===== src/rtl/core/ugw_pkg.sv =====
// Shared types and constants of the uniform grid ray walker.
// No dependencies; every other file of the block refers to this package by scoped names.
`default_nettype none
package ugw_pkg;

  localparam int FRAC_BITS = 16;
  localparam int MAX_CELLS = 128;

  localparam int T_W     = 32;
  localparam int CNT_W   = 8;
  localparam int WID_W   = 31;
  localparam int COORD_W = 7;
  localparam int LIN_W   = 21;
  localparam int EXT_W   = CNT_W + WID_W;
  localparam int IREM_W  = WID_W + COORD_W;
  localparam int PROD_W  = 2 * T_W;
  localparam int P_W     = T_W + T_W - FRAC_BITS + 1;
  localparam int NUM_W   = P_W + 2;
  localparam int DEN_W   = T_W + 1;
  localparam int CFG_IDX_W = 3;
  localparam int IBIT_W  = 3;

  localparam logic signed [T_W-1:0] T_MAX = 32'sh7FFF_FFFF;
  localparam logic signed [T_W-1:0] T_MIN = 32'sh8000_0000;
  localparam logic [1:0] AXIS_LAST = 2'd2;

  typedef enum logic [CFG_IDX_W-1:0] {
    REG_CELLS_X  = 3'd0,
    REG_CELLS_Y  = 3'd1,
    REG_CELLS_Z  = 3'd2,
    REG_WIDTH_X  = 3'd3,
    REG_WIDTH_Y  = 3'd4,
    REG_WIDTH_Z  = 3'd5
  } reg_idx_t;

  typedef enum logic [3:0] {
    OP_NONE, OP_LOAD, OP_STEP, OP_EXT, OP_ZCHK, OP_SAVE_NR, OP_SLAB, OP_PMUL,
    OP_PADD, OP_IDX_INIT, OP_IDX_STEP, OP_IDX_FIN, OP_DELTA, OP_NEXT, OP_ACT, OP_EMIT
  } op_t;

  typedef enum logic [1:0] {
    DS_NR, DS_FR, DS_DELTA, DS_OFF
  } dsel_t;

  typedef struct packed {
    op_t               op;
    dsel_t             dsel;
    logic [1:0]        axis;
    logic [IBIT_W-1:0] ibit;
  } cmd_t;

  typedef struct packed {
    logic in_step;
    logic miss;
    logic dir_zero;
    logic out_free;
  } sts_t;

  typedef struct packed {
    logic                  cmd;
    logic signed [T_W-1:0] origin_x;
    logic signed [T_W-1:0] origin_y;
    logic signed [T_W-1:0] origin_z;
    logic signed [T_W-1:0] dir_x;
    logic signed [T_W-1:0] dir_y;
    logic signed [T_W-1:0] dir_z;
    logic signed [T_W-1:0] ray_t_min;
    logic signed [T_W-1:0] ray_t_max;
    logic                  hit_found;
    logic signed [T_W-1:0] hit_t;
  } in_word_t;

  typedef struct packed {
    logic                  cell_valid;
    logic [LIN_W-1:0]      cell_index;
    logic [COORD_W-1:0]    cell_x;
    logic [COORD_W-1:0]    cell_y;
    logic [COORD_W-1:0]    cell_z;
    logic signed [T_W-1:0] t_enter;
    logic                  done_res;
  } out_word_t;

endpackage
`default_nettype wire


===== src/rtl/core/ugw_div.sv =====
// Radix-2 restoring divider for saturating fixed-point quotients, one bit per cycle.
// Depends on ugw_pkg.
`default_nettype none
module ugw_div (
  input  wire logic                              clk,
  input  wire logic                              rst_n,
  input  wire logic                              start,
  input  wire logic signed [ugw_pkg::NUM_W-1:0]  num,
  input  wire logic signed [ugw_pkg::DEN_W-1:0]  den,
  output logic                                   busy,
  output logic                                   done,
  output logic signed [ugw_pkg::T_W-1:0]         quo
);
  localparam int QB = 33;
  localparam int NN_W = 63;
  localparam logic [ugw_pkg::NUM_W-1:0] CAP =
    ugw_pkg::NUM_W'(64'd1 << (62 - ugw_pkg::FRAC_BITS));

  logic [ugw_pkg::NUM_W-1:0] un_c, un_cap;
  logic [31:0]               ud_c;
  logic [NN_W-1:0]           nn_c;
  logic                      sat_c;
  logic [QB-1:0]             rem_r, n_r, q_r, r2, rem_nxt;
  logic [31:0]               ud_r;
  logic                      neg_r, sat_r, busy_r, done_r, ge;
  logic [5:0]                cnt_r;

  always_comb begin
    un_c   = num[ugw_pkg::NUM_W-1] ? ugw_pkg::NUM_W'(-num) : ugw_pkg::NUM_W'(num);
    un_cap = (un_c > CAP) ? CAP : un_c;
    ud_c   = den[ugw_pkg::DEN_W-1] ? 32'(-den) : 32'(den);
    nn_c   = NN_W'(un_cap) << ugw_pkg::FRAC_BITS;
    sat_c  = 65'(nn_c) >= (65'(ud_c) << QB);
    r2     = {rem_r[QB-2:0], n_r[QB-1]};
    ge     = r2 >= {1'b0, ud_r};
    rem_nxt = ge ? (r2 - {1'b0, ud_r}) : r2;
  end

  always_ff @(posedge clk) begin
    if (!rst_n) begin
      busy_r <= 1'b0;
      done_r <= 1'b0;
      cnt_r  <= '0;
    end else begin
      done_r <= 1'b0;
      if (start) begin
        busy_r <= 1'b1;
        cnt_r  <= 6'(QB);
      end else if (busy_r) begin
        cnt_r <= cnt_r - 6'd1;
        if (cnt_r == 6'd1) begin
          busy_r <= 1'b0;
          done_r <= 1'b1;
        end
      end
    end
  end

  always_ff @(posedge clk) begin
    if (start) begin
      rem_r <= QB'(nn_c[NN_W-1:QB]);
      n_r   <= nn_c[QB-1:0];
      q_r   <= '0;
      ud_r  <= ud_c;
      neg_r <= num[ugw_pkg::NUM_W-1] != den[ugw_pkg::DEN_W-1];
      sat_r <= sat_c;
    end else if (busy_r) begin
      rem_r <= rem_nxt;
      n_r   <= {n_r[QB-2:0], 1'b0};
      q_r   <= {q_r[QB-2:0], ge};
    end
  end

  always_comb begin
    if (!neg_r) begin
      quo = (sat_r || q_r > 33'h0_7FFF_FFFF) ? ugw_pkg::T_MAX : $signed(q_r[31:0]);
    end else begin
      quo = (sat_r || q_r > 33'h0_8000_0000) ? ugw_pkg::T_MIN : $signed(32'(-q_r));
    end
  end

  assign busy = busy_r;
  assign done = done_r;
endmodule
`default_nettype wire


===== config.mk =====
export PLATFORM = sky130hd
export DESIGN_NAME = ugw_div
export DESIGN_NICKNAME = d
export VERILOG_FILES = /design/src/rtl/core/ugw_pkg.sv /design/src/rtl/core/ugw_div.sv
export SDC_FILE = /design/constraint.sdc
export NUM_CORES = 1
export LEC_CHECK = 0
export ABC_AREA = 1
export BUFFER_PORTS_ARGS = -buffer_cell sky130_fd_sc_hd__buf_2
export CAP_MARGIN = 25
export CORE_ASPECT_RATIO = 0.9
export CORE_MARGIN = 3
export CORE_UTILIZATION = 55
export CTS_CLUSTER_DIAMETER = 80
export DETAILED_ROUTE_END_ITERATION = 10
export PLACE_DENSITY_LB_ADDON = 0.15
export SYNTH_ARGS = -nofsm -noshare
export SYNTH_HDL_FRONTEND = slang
export SYNTH_SLANG_ARGS = --single-unit

===== constraint.sdc =====
create_clock -name clk -period 4.25 [get_ports clk]
set_input_delay 1.0625 -clock clk [delete_from_list [all_inputs] [get_ports clk]]
set_output_delay 1.0625 -clock clk [all_outputs]
set_load 0.05 [all_outputs]

Word level (Yosys, flattened, before mapping)
Cells that the tools add are included.
{"block": "word_totals", "word_cells": 47, "out_inout_bits": 34, "inputBits": 87, "register_bits": 124}
{"block": "classes", "mux": 17, "bitwise": 2, "n_eq_ne": 2, "add_sub_neg": 5, "magnitude_cmp": 5, "n_reduce_logical": 5}
{"op": "2-to-1 mux 32 bit", "count": 5}
{"op": "2-to-1 mux 33 bit", "count": 2}
{"op": "greater-or-equal comparator 63 x 65 -> 1 bit", "count": 1}
{"op": "negator 32 bit", "count": 2}
{"op": "2-to-1 mux 30 bit", "count": 2}
{"op": "greater-than comparator 51 x 47 -> 1 bit (second input constant)", "count": 1}
{"op": "2-to-1 mux 51 bit", "count": 1}
{"op": "negator 51 bit", "count": 1}
{"op": "2-to-1 mux 47 bit", "count": 1}
{"op": "greater-or-equal comparator 33 x 32 -> 1 bit", "count": 1}
{"op": "greater-than comparator 33 x 31 -> 1 bit (second input constant)", "count": 1}
{"op": "greater-than comparator 33 x 32 -> 1 bit (second input constant)", "count": 1}
{"op": "subtractor 32 bit", "count": 1}
{"op": "2-to-1 mux 6 bit", "count": 2}
{"op": "== test 6 x 1 -> 1 bit (second input constant)", "count": 1}
{"op": "subtractor 6 x 1 -> 6 bit (second input constant)", "count": 1}
{"op": "2-to-1 mux 1 bit", "count": 4}
{"op": "OR reduction 3 bit", "count": 1}
{"op": "logical OR 1 bit", "count": 2}
{"op": "inverter 1 bit", "count": 2}
{"op": "nonzero test 2 bit", "count": 1}
{"op": "OR reduction 2 bit", "count": 1}
{"op": "inequality test 1 bit", "count": 1}

Longest topological paths before layout
{"block": "depth", "ltp_word": 5, "ltp_mapped": 34, "depth_no_buf": 33}

Worst setup path before layout
Ideal clock, no wire load.
{"block": "synth_path", "kind": "input-to-reg", "from": "in num[0] in the netlist's numbering", "to": "reg sat_r (data pin)", "cell_stages": 32, "setup_slack_ns": -0.140, "t_arrival_ns": 4.138, "required_time_ns": 3.998, "n_path_buf": 1, "setup_ns": 0.252, "cell_sequence": "inv_1 -> ha_1 -> nand2_2 -> nor2_4 -> nand2_2 -> nor2_2 -> nand2_1 -> nand3b_1 -> nand2_1 -> nor2_1 -> nand2_1 -> nor2_1 -> nand3_1 -> o21bai_4 -> nand2_2 -> buf_6 -> nor2_2 -> ha_1 -> a21oi_1 -> o21ai_0 -> a21oi_1 -> nor3_1 -> o211ai_1 -> o2111ai_1 -> nand2_1 -> nand2_1 -> nand2_1 -> nand2_1 -> nand2_1 -> nand2_1 -> nand2_1 -> nand2_1"}
{"block": "synth_via", "elab_chain_len": 5}
{"item": "start: declaration", "line": "ugw_div.sv:8", "source": "input wire logic signed [ugw_pkg::NUM_W-1:0] num,"}
{"item": "negator 51 bit", "line": "ugw_div.sv:29", "source": "un_c = num[ugw_pkg::NUM_W-1] ? ugw_pkg::NUM_W'(-num) : ugw_pkg::NUM_W'(num);"}
{"item": "2-to-1 mux 51 bit (*)", "line": "ugw_div.sv:29"}
{"item": "greater-than comparator 51 x 47 -> 1 bit", "line": "ugw_div.sv:30", "source": "un_cap = (un_c > CAP) ? CAP : un_c;"}
{"item": "2-to-1 mux 47 bit (*)", "line": "ugw_div.sv:30"}
{"item": "greater-or-equal comparator 63 x 65 -> 1 bit (*)", "line": "ugw_div.sv:33", "source": "sat_c = 65'(nn_c) >= (65'(ud_c) << QB);"}
{"item": "net sat_c", "line": "ugw_div.sv:22", "source": "logic sat_c;"}
{"item": "end signal: assignment", "line": "ugw_div.sv:66", "source": "sat_r <= sat_c;"}
{"item": "end: declaration", "line": "ugw_div.sv:25", "source": "logic neg_r, sat_r, busy_r, done_r, ge;"}
Mark *: on every way through the listed nets, which the timed path passes. The rest lies on a longest branch.
A chain may end at the register's enable or synchronous reset.

Final worst setup path
Same ends and word-level chain as after synthesis.

==> results.json <==
{
  "clk_pin_slew_ps": 60,
  "netlist_instances": 1719,
  "worst_pin_slew_ps": 862,
  "worstHoldPathType": "reg -> reg",
  "cts_tree": "done",
  "num_io_pins": 121,
  "syn_nets": 1876,
  "critPathArrivalTime_ps": 4760,
  "drv_slew": 0,
  "finalNetCount": 2271,
  "track_usage_pct": 36.2,
  "yosys.area.top_type": "edfxtp_1",
  "avgViaCountPerCell": 5.64,
  "hold-worst-slack_ps": 507,
  "numCtsBuffers": 17,
  "grt_pass1_wl_microns": 64700,
  "place_area_sq_um": 14500,
  "max-slew-margin-rel_pct": 42.5,
  "area_growth_syn_to_layout_pct": 35.3,
  "avgSynthCellArea_sq_um": 6.70,
  "grtUsageMet1_pct": 50.1,
  "clock_latency_ps": 430,
  "p_leak_nw": 7.67,
  "critPathSlowestCell": "o21ai_4",
  "use_met3_pct": 8.76,
  "worstPathMaxFanout": 6,
  "grt_pass1_vias": 12663,
  "synth-async-reset-ratio_pct": 0,
  "cap_viol_max_count": 0,
  "cts_root_buf": "clkbuf_16",
  "port_buffers": 120,
  "htree_levels": 4,
  "antenna_found_initial": 1,
  "worstPathRequired_ps": 4430,
  "setup_viol": 1,
  "violations": "setup timing",
  "fin_crit_ps": 4570,
  "skew_ps": 13.6,
  "wl_per_cell_microns": 17.4,
  "path_common_cell": "nand2_1",
  "power_density_nw_per_um2": 362,
  "placementRows": 49,
  "drtIter0Drc": 1635,
  "ys.flop_type": "edfxtp_1",
  "cp-start-kind": "input pin",
  "core_sq_um": 20300,
  "ctsHoldBuffers": 0,
  "grt_setup_unrepaired": "yes",
  "status": "finished, violations left",
  "worstSetupPathType": "in -> reg",
  "ant_nets": 0,
  "initial_utilization_pct": 56.8,
  "yosys.cell_types.count": 51,
  "routabilityCongestion": 1.11,
  "grt.busiest_layer": "met2",
  "grt_max_degree": 58,
  "synth_most_common_cell": "nand2_1",
  "ctsLongestPathBuffers": 2,
  "synth_top_area_share_pct": 21.1,
  "max_freq_mhz": 219,
  "critPathCaptureType": "flop",
  "yosys_warnings": 0,
  "synth_commonest_cells": "nand2_1, inv_1, nor2_1, o21ai_0, nand3_1",
  "drc": 0,
  "cts.sinks": 124,
  "synth_edf_count": 81,
  "synth_area_leaders": "edfxtp_1, nand2_1, inv_1",
  "stdcell_area_sq_um": 15600,
  "vias": 13590,
  "drt-total-wl_microns": 41900,
  "drive_gt1_share_pct": 26.7,
  "min_period_over_period_pct": 108,
  "grt_overflow_total": 0,
  "ys_ff_latch": 124,
  "die_w_microns": 159,
  "drt_pass1_iterations": 7,
  "hold_violations": 0,
  "die_area_sq_um": 22700,
  "synth_seq_area_share_pct": 28.6,
  "met2_usage_pct": 56.0,
  "mappedNetlistArea_sq_um": 11500,
  "hpwl_microns": 32300,
  "die_h_microns": 143,
  "max-vdd-ir-drop_uv": 244,
  "cp_slowest_stage_delay_ps": 300,
  "fin_ws_ps": -325
}
[layer usage]
| layer | vias to the layer above | share of wire (%) |
|---|---|---|
| li1 | 6498 | - |
| met1 | 6183 | 42 |
| met2 | 765 | 44 |
| met3 | 142 | 10 |
| met4 | 2 | 3.6 |
| met5 | - | 0.031 |
[flip-flops by register name, indices dropped and copies added, names as in the netlist]
name / count
busy: 1
cnt_r: 6
done: 1
n_r: 17
neg_r: 1
q_r: 33
rem_r: 32
sat_r: 1
ud_r: 32
[area by class of cell]
cell class                      count  area (sq um)
Multi-Input combinational cell   1300          7410
Antenna cell                        2          5.00
Inverter                          250           943
Sequential cell                   124          3290
Tap cell                          280           350
Fill cell                        1542          4690
Clock buffer                       18           450
Timing Repair Buffer              421          3000
Clock inverter                     14           141
[cell families (layout without fill, tap and decap cells)]
kind of cell	Yosys count	in the layout	synth area share, %
adder cells (fa/ha/maj)	70	70	7.66
flip-flops	124	124	28.6
buffers and inverters	296	703	9.93
XOR/XNOR	92	92	6.99
AND/OR/NAND/NOR	829	830	30.7
AO/OA/AOI/OAI	308	308	16.1
other	0	2	0
[report_power, final]
part / switching, mW / leakage, nW / internal (mW) / total (mW)
Clock: 0.674 / 0.292 / 0.819 / 1.49
Combinational: 1.64 / 6.20 / 0.946 / 2.59
Sequential: 0.0835 / 1.18 / 1.48 / 1.56
Total: 2.40 / 7.67 / 3.25 / 5.64
[path summary, 6_finish.rpt]
| path | start | to | slack (ps) | cells past startpoint |
|---|---|---|---|---|
| setup reg to reg | rem_r[1] | rem_r[2] | 400 | 18 |
| hold reg to reg | rem_r[30] | rem_r[30] | 510 | 2 |
| hold / removal | rem_r[30] | rem_r[30] | 510 | 2 |
| setup / recovery | num[0] | sat_r | -320 | 32 |
[stage by stage]
step	utilization [%]	TNS [ps]	power [mW]	cells	setup slack, ps
after floorplan	-	-43.7	3.17	1719	-43.7
after global placement	71.6	-859	3.91	2359	-859
after detailed placement	71.6	-806	3.98	2359	-806
after CTS	75.7	-194	5.50	2401	-194
after global routing	76.8	-721	5.94	2407	-550
final	76.9	-325	5.64	2409	-325
[placed cells by master, fill, tap and decap left out, types with 5 or more instances in the layout]
cell type,count
a21o_1,5
a21oi_1,54
a21oi_2,14
a21oi_4,5
a31oi_1,7
buf_12,5
buf_2,109
buf_4,296
buf_6,8
clkbuf_16,18
dfxtp_1,43
edfxtp_1,81
ha_1,62
ha_4,6
inv_1,239
inv_2,8
inv_6,5
inv_8,6
nand2_1,416
nand2_2,13
nand3_1,87
nand3b_1,14
nand4_1,28
nor2_1,173
nor2_2,28
nor2_4,8
nor3_1,17
nor3_2,5
nor4_1,20
o211ai_1,6
o21a_1,5
o21ai_0,115
o21ai_1,21
o221ai_1,13
o22ai_1,32
o31ai_1,9
or2_2,6
xnor2_1,21
xor2_1,71
[worst max-delay path, delay by kind of cell]
family,cells,cell delay [ps]
compound gates,7,1250
fa+ha+maj,2,390
buf+inv,4,530
simple gates,19,1500
[timing repair]
item | 4_1_cts | 5_1_grt
setup buffers | 9 | 5
pin swaps | 17 | 20
endpoints found under the hold margin | 0 | 0
cloned | 1 | 0
setup endpoints to repair | 10 | 30
gates resized for setup | 35 | 58
Power figures use the tool's default switching activity.
