## src/rtl/core/ugw_pkg.sv

```systemverilog
// Shared types and constants of the uniform grid ray walker.
// No dependencies; every other file of the block refers to this package by scoped names.
`default_nettype none
package ugw_pkg;

  localparam int FRAC_BITS = 16;
  localparam int MAX_CELLS = 128;

  localparam int T_W     = 32;
  localparam int CNT_W   = 8;
  localparam int WID_W   = 31;
  localparam int COORD_W = 7;
  localparam int LIN_W   = 21;
  localparam int EXT_W   = CNT_W + WID_W;
  localparam int IREM_W  = WID_W + COORD_W;
  localparam int PROD_W  = 2 * T_W;
  localparam int P_W     = T_W + T_W - FRAC_BITS + 1;
  localparam int NUM_W   = P_W + 2;
  localparam int DEN_W   = T_W + 1;
  localparam int CFG_IDX_W = 3;
  localparam int IBIT_W  = 3;

  localparam logic signed [T_W-1:0] T_MAX = 32'sh7FFF_FFFF;
  localparam logic signed [T_W-1:0] T_MIN = 32'sh8000_0000;
  localparam logic [1:0] AXIS_LAST = 2'd2;

  typedef enum logic [CFG_IDX_W-1:0] {
    REG_CELLS_X  = 3'd0,
    REG_CELLS_Y  = 3'd1,
    REG_CELLS_Z  = 3'd2,
    REG_WIDTH_X  = 3'd3,
    REG_WIDTH_Y  = 3'd4,
    REG_WIDTH_Z  = 3'd5
  } reg_idx_t;

  typedef enum logic [3:0] {
    OP_NONE, OP_LOAD, OP_STEP, OP_EXT, OP_ZCHK, OP_SAVE_NR, OP_SLAB, OP_PMUL,
    OP_PADD, OP_IDX_INIT, OP_IDX_STEP, OP_IDX_FIN, OP_DELTA, OP_NEXT, OP_ACT, OP_EMIT
  } op_t;

  typedef enum logic [1:0] {
    DS_NR, DS_FR, DS_DELTA, DS_OFF
  } dsel_t;

  typedef struct packed {
    op_t               op;
    dsel_t             dsel;
    logic [1:0]        axis;
    logic [IBIT_W-1:0] ibit;
  } cmd_t;

  typedef struct packed {
    logic in_step;
    logic miss;
    logic dir_zero;
    logic out_free;
  } sts_t;

  typedef struct packed {
    logic                  cmd;
    logic signed [T_W-1:0] origin_x;
    logic signed [T_W-1:0] origin_y;
    logic signed [T_W-1:0] origin_z;
    logic signed [T_W-1:0] dir_x;
    logic signed [T_W-1:0] dir_y;
    logic signed [T_W-1:0] dir_z;
    logic signed [T_W-1:0] ray_t_min;
    logic signed [T_W-1:0] ray_t_max;
    logic                  hit_found;
    logic signed [T_W-1:0] hit_t;
  } in_word_t;

  typedef struct packed {
    logic                  cell_valid;
    logic [LIN_W-1:0]      cell_index;
    logic [COORD_W-1:0]    cell_x;
    logic [COORD_W-1:0]    cell_y;
    logic [COORD_W-1:0]    cell_z;
    logic signed [T_W-1:0] t_enter;
    logic                  done_res;
  } out_word_t;

endpackage
`default_nettype wire

```

## src/rtl/core/ugw_ctrl.sv

```systemverilog
// Sequencer of the walker: ray setup over three axes, index search, step and emit.
// Depends on ugw_pkg; drives the datapath by command words and reads its status.
`default_nettype none
module ugw_ctrl (
  input  wire logic          clk,
  input  wire logic          rst_n,
  input  wire logic          in_valid,
  output logic               in_ready,
  input  wire ugw_pkg::sts_t sts,
  output ugw_pkg::cmd_t      cmd,
  output logic               div_start,
  input  wire logic          div_done
);
  typedef enum logic [13:0] {
    ST_IDLE  = 14'b00000000000001,
    ST_EXT   = 14'b00000000000010,
    ST_ZCHK  = 14'b00000000000100,
    ST_NR    = 14'b00000000001000,
    ST_FR    = 14'b00000000010000,
    ST_PMUL  = 14'b00000000100000,
    ST_PADD  = 14'b00000001000000,
    ST_IDX0  = 14'b00000010000000,
    ST_IDX   = 14'b00000100000000,
    ST_FIN   = 14'b00001000000000,
    ST_DELTA = 14'b00010000000000,
    ST_OFF   = 14'b00100000000000,
    ST_ACT   = 14'b01000000000000,
    ST_EMIT  = 14'b10000000000000
  } state_t;

  localparam logic [ugw_pkg::IBIT_W-1:0] IBIT_TOP = ugw_pkg::IBIT_W'(ugw_pkg::COORD_W - 1);

  state_t                     state_r, state_nxt;
  logic [1:0]                 axis_r, axis_nxt;
  logic [ugw_pkg::IBIT_W-1:0] cnt_r, cnt_nxt;
  logic                       go_r, go_nxt;
  logic                       last;

  assign last = axis_r == ugw_pkg::AXIS_LAST;

  always_comb begin
    state_nxt = state_r;
    axis_nxt  = axis_r;
    cnt_nxt   = cnt_r;
    go_nxt    = 1'b0;
    cmd.op    = ugw_pkg::OP_NONE;
    cmd.dsel  = ugw_pkg::DS_NR;
    cmd.axis  = axis_r;
    cmd.ibit  = cnt_r;
    unique case (state_r)
      ST_IDLE: begin
        if (in_valid) begin
          axis_nxt = 2'd0;
          if (sts.in_step) begin
            cmd.op    = ugw_pkg::OP_STEP;
            state_nxt = ST_EMIT;
          end else begin
            cmd.op    = ugw_pkg::OP_LOAD;
            state_nxt = ST_EXT;
          end
        end
      end
      ST_EXT: begin
        if (sts.miss) begin
          state_nxt = ST_EMIT;
        end else begin
          cmd.op = ugw_pkg::OP_EXT;
          if (sts.dir_zero) begin
            state_nxt = ST_ZCHK;
          end else begin
            state_nxt = ST_NR;
            go_nxt    = 1'b1;
          end
        end
      end
      ST_ZCHK: begin
        cmd.op    = ugw_pkg::OP_ZCHK;
        axis_nxt  = last ? 2'd0 : axis_r + 2'd1;
        state_nxt = last ? ST_PMUL : ST_EXT;
      end
      ST_NR: begin
        cmd.dsel = ugw_pkg::DS_NR;
        if (div_done) begin
          cmd.op    = ugw_pkg::OP_SAVE_NR;
          state_nxt = ST_FR;
          go_nxt    = 1'b1;
        end
      end
      ST_FR: begin
        cmd.dsel = ugw_pkg::DS_FR;
        if (div_done) begin
          cmd.op    = ugw_pkg::OP_SLAB;
          axis_nxt  = last ? 2'd0 : axis_r + 2'd1;
          state_nxt = last ? ST_PMUL : ST_EXT;
        end
      end
      ST_PMUL: begin
        if (sts.miss) begin
          state_nxt = ST_EMIT;
        end else begin
          cmd.op    = ugw_pkg::OP_PMUL;
          state_nxt = ST_PADD;
        end
      end
      ST_PADD: begin
        cmd.op    = ugw_pkg::OP_PADD;
        state_nxt = ST_IDX0;
      end
      ST_IDX0: begin
        cmd.op    = ugw_pkg::OP_IDX_INIT;
        cnt_nxt   = IBIT_TOP;
        state_nxt = ST_IDX;
      end
      ST_IDX: begin
        cmd.op = ugw_pkg::OP_IDX_STEP;
        if (cnt_r == '0) begin
          state_nxt = ST_FIN;
        end else begin
          cnt_nxt = cnt_r - 1'b1;
        end
      end
      ST_FIN: begin
        cmd.op = ugw_pkg::OP_IDX_FIN;
        if (sts.dir_zero) begin
          axis_nxt  = last ? 2'd0 : axis_r + 2'd1;
          state_nxt = last ? ST_ACT : ST_PMUL;
        end else begin
          state_nxt = ST_DELTA;
          go_nxt    = 1'b1;
        end
      end
      ST_DELTA: begin
        cmd.dsel = ugw_pkg::DS_DELTA;
        if (div_done) begin
          cmd.op    = ugw_pkg::OP_DELTA;
          state_nxt = ST_OFF;
          go_nxt    = 1'b1;
        end
      end
      ST_OFF: begin
        cmd.dsel = ugw_pkg::DS_OFF;
        if (div_done) begin
          cmd.op    = ugw_pkg::OP_NEXT;
          axis_nxt  = last ? 2'd0 : axis_r + 2'd1;
          state_nxt = last ? ST_ACT : ST_PMUL;
        end
      end
      ST_ACT: begin
        cmd.op    = ugw_pkg::OP_ACT;
        state_nxt = ST_EMIT;
      end
      ST_EMIT: begin
        if (sts.out_free) begin
          cmd.op    = ugw_pkg::OP_EMIT;
          state_nxt = ST_IDLE;
        end
      end
      default: begin
        state_nxt = ST_IDLE;
      end
    endcase
  end

  always_ff @(posedge clk) begin
    if (!rst_n) begin
      state_r <= ST_IDLE;
      axis_r  <= 2'd0;
      cnt_r   <= '0;
      go_r    <= 1'b0;
    end else begin
      state_r <= state_nxt;
      axis_r  <= axis_nxt;
      cnt_r   <= cnt_nxt;
      go_r    <= go_nxt;
    end
  end

  assign in_ready  = state_r == ST_IDLE;
  assign div_start = go_r;
endmodule
`default_nettype wire

```

## config.mk

```make
export PLATFORM = sky130hd
export DESIGN_NAME = ugw_ctrl
export DESIGN_NICKNAME = d
export VERILOG_FILES = /design/src/rtl/core/ugw_pkg.sv /design/src/rtl/core/ugw_ctrl.sv
export SDC_FILE = /design/constraint.sdc
export NUM_CORES = 1
export LEC_CHECK = 0
export BUFFER_PORTS_ARGS = -buffer_cell sky130_fd_sc_hd__buf_2
export CORE_AREA = 3 3 66 53
export DETAILED_ROUTE_END_ITERATION = 16
export DIE_AREA = 0 0 69 56
export GPL_TIMING_DRIVEN = 0
export PLACE_DENSITY = 0.82
export SYNTH_ARGS = -nofsm -noshare
export SYNTH_HDL_FRONTEND = slang
export SYNTH_SLANG_ARGS = --single-unit
```

## constraint.sdc

```tcl
create_clock -name clk -period 2.8 [get_ports clk]
set_input_delay 0.56 -clock clk [delete_from_list [all_inputs] [get_ports clk]]
set_output_delay 0.56 -clock clk [all_outputs]
set_load 0.01 [all_outputs]
```

# ---- After elaboration in Yosys (flattened, before gate mapping)
# Index checks and enable logic that the tools add are counted.
# Widths: inputs -> output; s select.
dict set report word_totals {
  latch_bits 0
  in_bits 8
  mem_bits_ro 0
  wordCells 76
  out_inout_bits 13
  ff_bits 20
  memories 0
  ramBits 0
}
dict set report classes {
  reduce_logical 8
  mux 37
  eq_ne 25
  n_lt_le_gt_ge 0
  n_mul 0
  div 0
  n_shift 0
  n_addsub 2
  bitwise 0
}
# operator n
set ops {}
lappend ops {{$pmux 14 s14} 1}
lappend ops {{$mux 14} 10}
lappend ops {{$pmux 4 s14} 1}
lappend ops {{$mux 13} 2}
lappend ops {{$ne 2x2->1 const B} 9}
lappend ops {{$mux 4} 4}
lappend ops {{$eq 14x1->1 const B} 1}
lappend ops {{$eq 14x10->1 const B} 1}
lappend ops {{$eq 14x11->1 const B} 1}
lappend ops {{$eq 14x12->1 const B} 1}
lappend ops {{$eq 14x13->1 const B} 1}
lappend ops {{$eq 14x14->1 const B} 1}
lappend ops {{$eq 14x2->1 const B} 1}
lappend ops {{$eq 14x3->1 const B} 1}
lappend ops {{$eq 14x4->1 const B} 1}
lappend ops {{$eq 14x5->1 const B} 1}
lappend ops {{$eq 14x6->1 const B} 1}
lappend ops {{$eq 14x7->1 const B} 1}
lappend ops {{$eq 14x8->1 const B} 1}
lappend ops {{$eq 14x9->1 const B} 1}
lappend ops {{$mux 2} 7}
lappend ops {{$mux 3} 4}
lappend ops {{$pmux 2 s4} 1}
lappend ops {{$reduce_and 7->1} 1}
lappend ops {{other kinds (15)} 18}

# ---- Logic depth before layout (Yosys ltp)
# Gate-level depths: netlist of the first run.
dict set report depth {
  ltp_word 4
  mapped_depth 8
  ltp_nobuf 8
}

# ---- Worst setup path before layout of the first run
# Ideal clock, no wire load.
dict set report synth_timing {
  path_type {input port to output port}
  from {input port sts[2] in the netlist's numbering}
  to {output port cmd[8] in the netlist's numbering}
  t_arrival_ns 1.679
  path_slack_ns 0.561
  stages 4
  required_ns 2.240
  path_buffers 0
  path_cell_list {or4b_2 nor3_1 nor3_1 nand3_1}
}
# element line_no
set synth_rtl {}
lappend synth_rtl {{start: declaration} ugw_ctrl.sv:9} ;# input wire ugw_pkg::sts_t sts,
lappend synth_rtl {{end: declaration} ugw_ctrl.sv:10} ;# output ugw_pkg::cmd_t cmd,

==> results of run 1 <==
[layer usage]
metal	global-route usage (%)	vias to the layer above	share of wire, %
li1	-	828	-
met1	34.89	787	47
met2	31.52	104	42
met3	5.957	9	10
met4	7.521	0	1.3
met5	0	-	0
[state kept, by name (all words and copies together), names as in the netlist]
name / count
axis_r: 2
cnt_r: 3
state_r: 14
div_start: 1
[final cells by class]
cell class / count / area, µm² / area share [%]
multi-input combinational: 167 / 1149 / 59.84
sequential: 20 / 400.4 / 20.86
buffer: 16 / 126.4 / 6.584
timing repair buffer: 23 / 122.6 / 6.389
clock buffer: 4 / 55.05 / 2.868
tap: 38 / 47.55 / 2.477
inverter: 5 / 18.77 / 0.9778
[cells in the final DEF, fill, tap and decap left out, types with 3 or more instances in the layout]
cell / netlist / final
a21oi_1: 14 / 14
a31oi_1: 4 / 4
buf_2: 4 / 24
buf_4: 2 / 5
buf_6: 3 / 3
clkbuf_8: 3 / 7
dfxtp_1: 20 / 20
inv_1: 5 / 5
mux2i_1: 3 / 3
nand2_1: 16 / 16
nand2b_1: 6 / 6
nand3_1: 12 / 12
nand4_1: 3 / 3
nor2_1: 14 / 14
nor3_1: 12 / 8
nor3_2: 0 / 3
nor4_1: 8 / 7
nor4_4: 2 / 3
nor4b_1: 5 / 5
o21ai_0: 12 / 12
o2bb2ai_1: 4 / 4
or3_1: 4 / 4
xnor2_1: 4 / 4
xor2_1: 3 / 3
[critical path: stages, from the launching register on]
cell and delay, ps:
dfxtp_1 310, buf_4 160, nor4_4 350, buf_4 190, nand3_1 140, nor3_2 380
nor3_1 150, nand3_1 120, buf_2 140
[report_power, final]
part           leakage, nW  switching (mW)  internal, mW
Combinational        0.596           0.210         0.136
Clock               0.0288           0.102         0.126
Sequential           0.162         0.00614         0.294
[synth_stat cells, types with 2 or more instances]
cell type / number
or4b_2: 2
ha_1: 2
nor4_4: 2
xor2_1: 3
inv_1: 5
nand2b_1: 6
a31oi_1: 4
nor3_1: 12
o211ai_1: 2
clkbuf_8: 3
nor2_1: 14
buf_6: 3
mux2i_1: 3
o21ai_0: 12
and2_1: 2
nor4_1: 8
nor3b_1: 2
nand3b_1: 2
or4b_1: 2
a21boi_0: 2
xnor2_1: 4
or3_1: 4
nand3_1: 12
buf_4: 2
nor4b_1: 5
o2bb2ai_1: 4
nand4_1: 3
nand2_1: 16
clkbuf_1: 2
o21ai_1: 2
buf_2: 4
a21oi_1: 14
dfxtp_1: 20
[cell families after synthesis]
| group | after synthesis | synth area share (%) |
|---|---|---|
| xor gates and xnor gates | 7 | 3.709 |
| buffers and inverters | 21 | 8.781 |
| DFF | 20 | 24.22 |
| and+or+nand+nor | 106 | 40.50 |
| adders and majority gates | 2 | 1.514 |
| muxes | 3 | 1.817 |
| AOI/OAI and AO/OA | 49 | 19.46 |
[stage by stage]
stage / cells / setup WS (ps) / total power, mW / instance area (µm²)
final: 273 / 46.01 / 0.8730 / 1919
after global routing: 273 / -25.81 / 0.9000 / 1919
after CTS: 270 / 16.18 / 0.8539 / 1877
after detailed placement: 266 / 37.38 / 0.6312 / 1800
after global placement: 266 / 82.81 / 0.6278 / 1800
after floorplan: 208 / 560.9 / 0.5491 / 1653
[how the worst max path moves through the flow]
stage	endpoint	cells after the start	from	slack (ps)
floorplan	cmd[8]	4	sts[2]	560
global placement	cmd[8]	7	state_r[12]$_SDFFE_PN0P_	80
detailed placement	cmd[8]	7	state_r[12]$_SDFFE_PN0P_	40
CTS	cmd[8]	9	state_r[5]$_SDFFE_PN0P_	20
global route	cmd[8]	7	state_r[13]$_SDFFE_PN0P_	-30
finish	cmd[8]	8	state_r[5]$_SDFFE_PN0P_	50
[repair_timing]
item / CTS / global route
setup buffers: 0 / 3
cloned: 0 / 0
endpoints found under the setup margin: 2 / 2
resized for setup: 4 / 3
pin swaps: 0 / 1
==> flow_metrics.env, run 1 <==
export IMPL_rrSetupSlack_ps=480
export IMPL_r2r_start="state_r[5]$_SDFFE_PN0P_"
export IMPL_tritoncts_num_buffers=3
export IMPL_hold_buffers=0
export IMPL_port_buffers=20
export IMPL_drive_above_1_share_pct=27.23
export IMPL_fin_skew_ps=6.581
export IMPL_drtIter0Drc=154
export IMPL_overflow=0
export IMPL_max_cap_viol_count=0
export IMPL_crit_required_ps=2240
export IMPL_setup_viol=0
export IMPL_hold_class="flop to flop"
export IMPL_synth_edff_count=0
export IMPL_first_global_vias=1513
export IMPL_syn_cell_area_mm2=0.001653
export IMPL_yosys_warnings=0
export IMPL_syn_area_per_cell_um2=7.946
export IMPL_hpwl_um=3269
export IMPL_hold_violations=0
export IMPL_drc=0
export IMPL_outcome="finished, final reports clean"
export IMPL_holdWs_ps=490.8
export IMPL_n_antenna_cell=0
export IMPL_fin_nets=246
export IMPL_maxSlewViolCount=0
export IMPL_htree_levels=1
export IMPL_cp_start_kind="flop"
export IMPL_whs_endpoint="cnt_r[0]$_SDFFE_PN0P_"
export IMPL_min_from="cnt_r[0]$_SDFFE_PN0P_"
export IMPL_path_clk_slew_ps=80
export IMPL_clkLatencyLatePin_ps=270
export IMPL_netlist_instances=208
export IMPL_cts_tree="built"
export IMPL_fin_tns_setup_ps=0
export IMPL_crit_arrival_ps=2190
export IMPL_synth_nets=218
export IMPL_synthDistinctLibCells=58
export IMPL_synth_top_cell_area_share_pct=24.22
export IMPL_max_vdd_ir_drop_v=0.0003939
export IMPL_ys_seq_elements=20
export IMPL_routed_wl_um=4594
export IMPL_cts_root_buf="clkbuf_8"
export IMPL_crit_type="flop to output pin"
export IMPL_dr_pass1_iters=4
export IMPL_clock_sinks=20
export IMPL_min_path_cells=2
export IMPL_p_leak_nw=0.7864
export IMPL_crit_path_max_fanout=8
export IMPL_fp_coreArea_mm2=0.002893
export IMPL_die_area_mm2=0.003864
export IMPL_powerDensity_mw_per_mm2=454.8
export IMPL_antenna_found_initial=0
export IMPL_syn2layout_area_growth_pct=16.12
export IMPL_grt_pass1_wl_um=7389
export IMPL_globalplace_congestion=0.9455
export IMPL_yosysTopAreaCell="dfxtp_1"
export IMPL_via_per_inst=6.330
export IMPL_grt_total_usage_pct=23.21
export IMPL_synth_ff_type="dfxtp_1"
export IMPL_worstReg2RegEnd="state_r[10]$_SDFFE_PN0P_"
export IMPL_start_util_pct=57.14
export IMPL_vias=1728
export IMPL_fmax_mhz=363.1
export IMPL_r2r_cells=9
export IMPL_synthArstFlopShare_pct=0
export IMPL_wl_per_cell_um=16.83
export IMPL_fp_dieH_um=56
export IMPL_final_util_pct=66.35
export IMPL_die_w_um=69
export IMPL_max_clock_path_buffers=2
export IMPL_finalCritPeriodShare_pct=98.36
export IMPL_nFillCells=264
export IMPL_num_rows=17
export IMPL_tightest_slew_ps=585.3
export IMPL_ios=21
export IMPL_rsz0062_at_grt="true"
export IMPL_ant_nets=0
export IMPL_synth_area_top_cells="dfxtp_1, a21oi_1, nand3_1, nor3_1, o21ai_0"
export IMPL_period_minus_slack_ps=2754
export IMPL_ys_seq_area_share_pct=24.22
export IMPL_cp_end_kind="output pin"
export IMPL_grt_max_degree=12
export IMPL_max_slew_margin_pct=60.43
Note: power is estimated with default switching activity, not from simulation.
==> run 2: changes to the inputs <==
--- a/config.mk
+++ b/config.mk
@@ -6,11 +6,11 @@
 export NUM_CORES = 1
 export LEC_CHECK = 0
 export BUFFER_PORTS_ARGS = -buffer_cell sky130_fd_sc_hd__buf_2
-export CORE_AREA = 3 3 66 53
+export CORE_AREA = 3 3 79 62
 export DETAILED_ROUTE_END_ITERATION = 16
-export DIE_AREA = 0 0 69 56
+export DIE_AREA = 0 0 82 65
 export GPL_TIMING_DRIVEN = 0
-export PLACE_DENSITY = 0.82
+export PLACE_DENSITY = 0.62
 export SYNTH_ARGS = -nofsm -noshare
 export SYNTH_HDL_FRONTEND = slang
 export SYNTH_SLANG_ARGS = --single-unit
==> flow_metrics.env, run 2 (synthesis results as in run 1) <==
export IMPL_outcome="finished, final reports clean"
export IMPL_finalCritPeriodShare_pct=96.82
export IMPL_max_clock_path_buffers=2
export IMPL_via_per_inst=5.917
export IMPL_max_vdd_ir_drop_v=0.0003150
export IMPL_cp_slowest_stage_delay_ps=660
export IMPL_overflow=0
export IMPL_wl_per_cell_um=16.58
export IMPL_mostFrequentLayoutCell="buf_2"
export IMPL_crit_slowest_cell="or4b_2"
export IMPL_grt_max_degree=12
export IMPL_p_leak_nw=0.7878
export IMPL_first_global_vias=1515
export IMPL_multi_input_area_mm2=0.001159
export IMPL_syn2layout_area_growth_pct=17.49
export IMPL_rsz0062_at_grt="true"
export IMPL_globalplace_congestion=0.9037
export IMPL_dp_slack_ps=97.41
export IMPL_clock_sinks=20
export IMPL_nFillCells=422
export IMPL_hpwl_um=3603
export IMPL_fp_coreArea_mm2=0.004104
export IMPL_routed_wl_um=4775
export IMPL_crit_type="flop to output pin"
export IMPL_maxSlewViolCount=0
export IMPL_tightest_slew_ps=547.5
export IMPL_final_cell_mix="buf_2, dfxtp_1, nand2_1"
export IMPL_period_minus_slack_ps=2711
export IMPL_n_antenna_cell=0
export IMPL_crit_required_ps=2240
export IMPL_htree_levels=1
export IMPL_dr_pass1_iters=5
export IMPL_cp_start_kind="flop"
export IMPL_port_buffers=20
export IMPL_cts_root_buf="clkbuf_8"
export IMPL_die_area_mm2=0.005330
export IMPL_grt_total_usage_pct=19.65
export IMPL_path_common_cell="buf_2"
export IMPL_top_register="state_r"
export IMPL_reg_top3="state_r (14), cnt_r (3), axis_r (2)"
export IMPL_crit_buf_inv=2
export IMPL_powerDensity_mw_per_mm2=450.0
export IMPL_vias=1704
export IMPL_antenna_found_initial=0
export IMPL_max_slew_margin_pct=62.98
export IMPL_tritoncts_num_buffers=3
export IMPL_hold_violations=0
export IMPL_num_rows=20
export IMPL_hold_buffers=0
export IMPL_crit_arrival_ps=2150
export IMPL_hold_class="flop to flop"
export IMPL_crit_path_max_fanout=10
export IMPL_path_cells="buf_2 -> or4b_2 -> nor3_2 -> nor3_1 -> nand4_1 -> buf_2"
export IMPL_fin_ws_ps=89.17
export IMPL_path_delay_family="simple AND/OR/NAND/NOR gates"
export IMPL_max_cap_viol_count=0
export IMPL_start_util_pct=40.27
export IMPL_fin_skew_ps=5.945
export IMPL_drive_above_1_share_pct=27.90
export IMPL_setup_viol=0
export IMPL_fmax_mhz=368.9
export IMPL_largest_register_ffs=14
export IMPL_cp_end_kind="output pin"
export IMPL_drc=0
export IMPL_die_w_um=82
export IMPL_fin_nets=244
export IMPL_ant_nets=0
export IMPL_grt_pass1_wl_um=7990
export IMPL_drtIter0Drc=173
export IMPL_design_power_total_mw=0.8738
export IMPL_regArea_um2=401.6
export IMPL_ios=21
export IMPL_cts_tree="built"
export IMPL_path_clk_slew_ps=80
export IMPL_fp_dieH_um=65
export IMPL_clkLatencyLatePin_ps=270
[run 2: metrics by stage]
step / instance area, µm² / std cells / hold WS, ps / setup TNS (ps) / utilization [%]
3_3_place_gp: 1822 / 283 / 466.9 / 0 / 44.39
3_5_place_dp: 1822 / 283 / 475.2 / 0 / 44.39
5_1_grt: 1942 / 288 / 514.5 / -49.25 / 47.32
6_report: 1942 / 288 / 484.5 / 0 / 47.32
4_1_cts: 1898 / 287 / 486.1 / 0 / 46.25
2_1_floorplan: 1653 / 208 / 500.1 / 0 / -
[run 2: area by class of cell]
class / instances / share of cell area [%]
tap: 55 / 3.544
timing repair buffer: 22 / 5.928
inverter: 5 / 0.9665
sequential: 20 / 20.68
multi-input combinational: 167 / 59.66
buffer: 15 / 6.379
clock buffer: 4 / 2.835
[run 2: metal layers]
layer	track usage, %	vias up	share of wire [%]
met3	3.750	9	8.3
met4	2.905	0	0.92
met1	31.76	790	50
met5	0	-	0
met2	26.61	77	41
li1	-	828	-
[run 2: timing repair]
action,4_1_cts,5_1_grt
hold endpoints to repair,0,0
endpoints found under the setup margin,2,3
gates cloned,0,0
pin swaps,0,2
gates resized for setup,4,7
buffers inserted,0,2
[run 2: path summary, 6_finish.rpt]
check | startpoint | endpoint | slack [ps] | depth (start not counted)
worst min register to register | cnt_r[0]$_SDFFE_PN0P_ | cnt_r[0]$_SDFFE_PN0P_ | 480 | 2
worst min-delay path | cnt_r[0]$_SDFFE_PN0P_ | cnt_r[0]$_SDFFE_PN0P_ | 480 | 2
worst max-delay path | state_r[3]$_SDFFE_PN0P_ | cmd[7] | 90 | 6
worst max register to register | state_r[0]$_SDFFE_PN1P_ | state_r[11]$_SDFFE_PN0P_ | 510 | 7
[run 2: report_power, final]
group / internal, mW / leakage [nW] / switching (mW) / total (mW)
combinational: 0.138 / 0.597 / 0.207 / 0.345
clock: 0.126 / 0.0288 / 0.103 / 0.229
sequential: 0.294 / 0.162 / 0.00633 / 0.300
[run 2: worst reg2reg max path, delay by kind of cell, from the launching register on]
| kind | cells | cell delay [ps] |
|---|---|---|
| flops | 1 | 310 |
| simple gates | 4 | 1410 |
| buf+inv | 1 | 190 |
| compound gates | 2 | 290 |
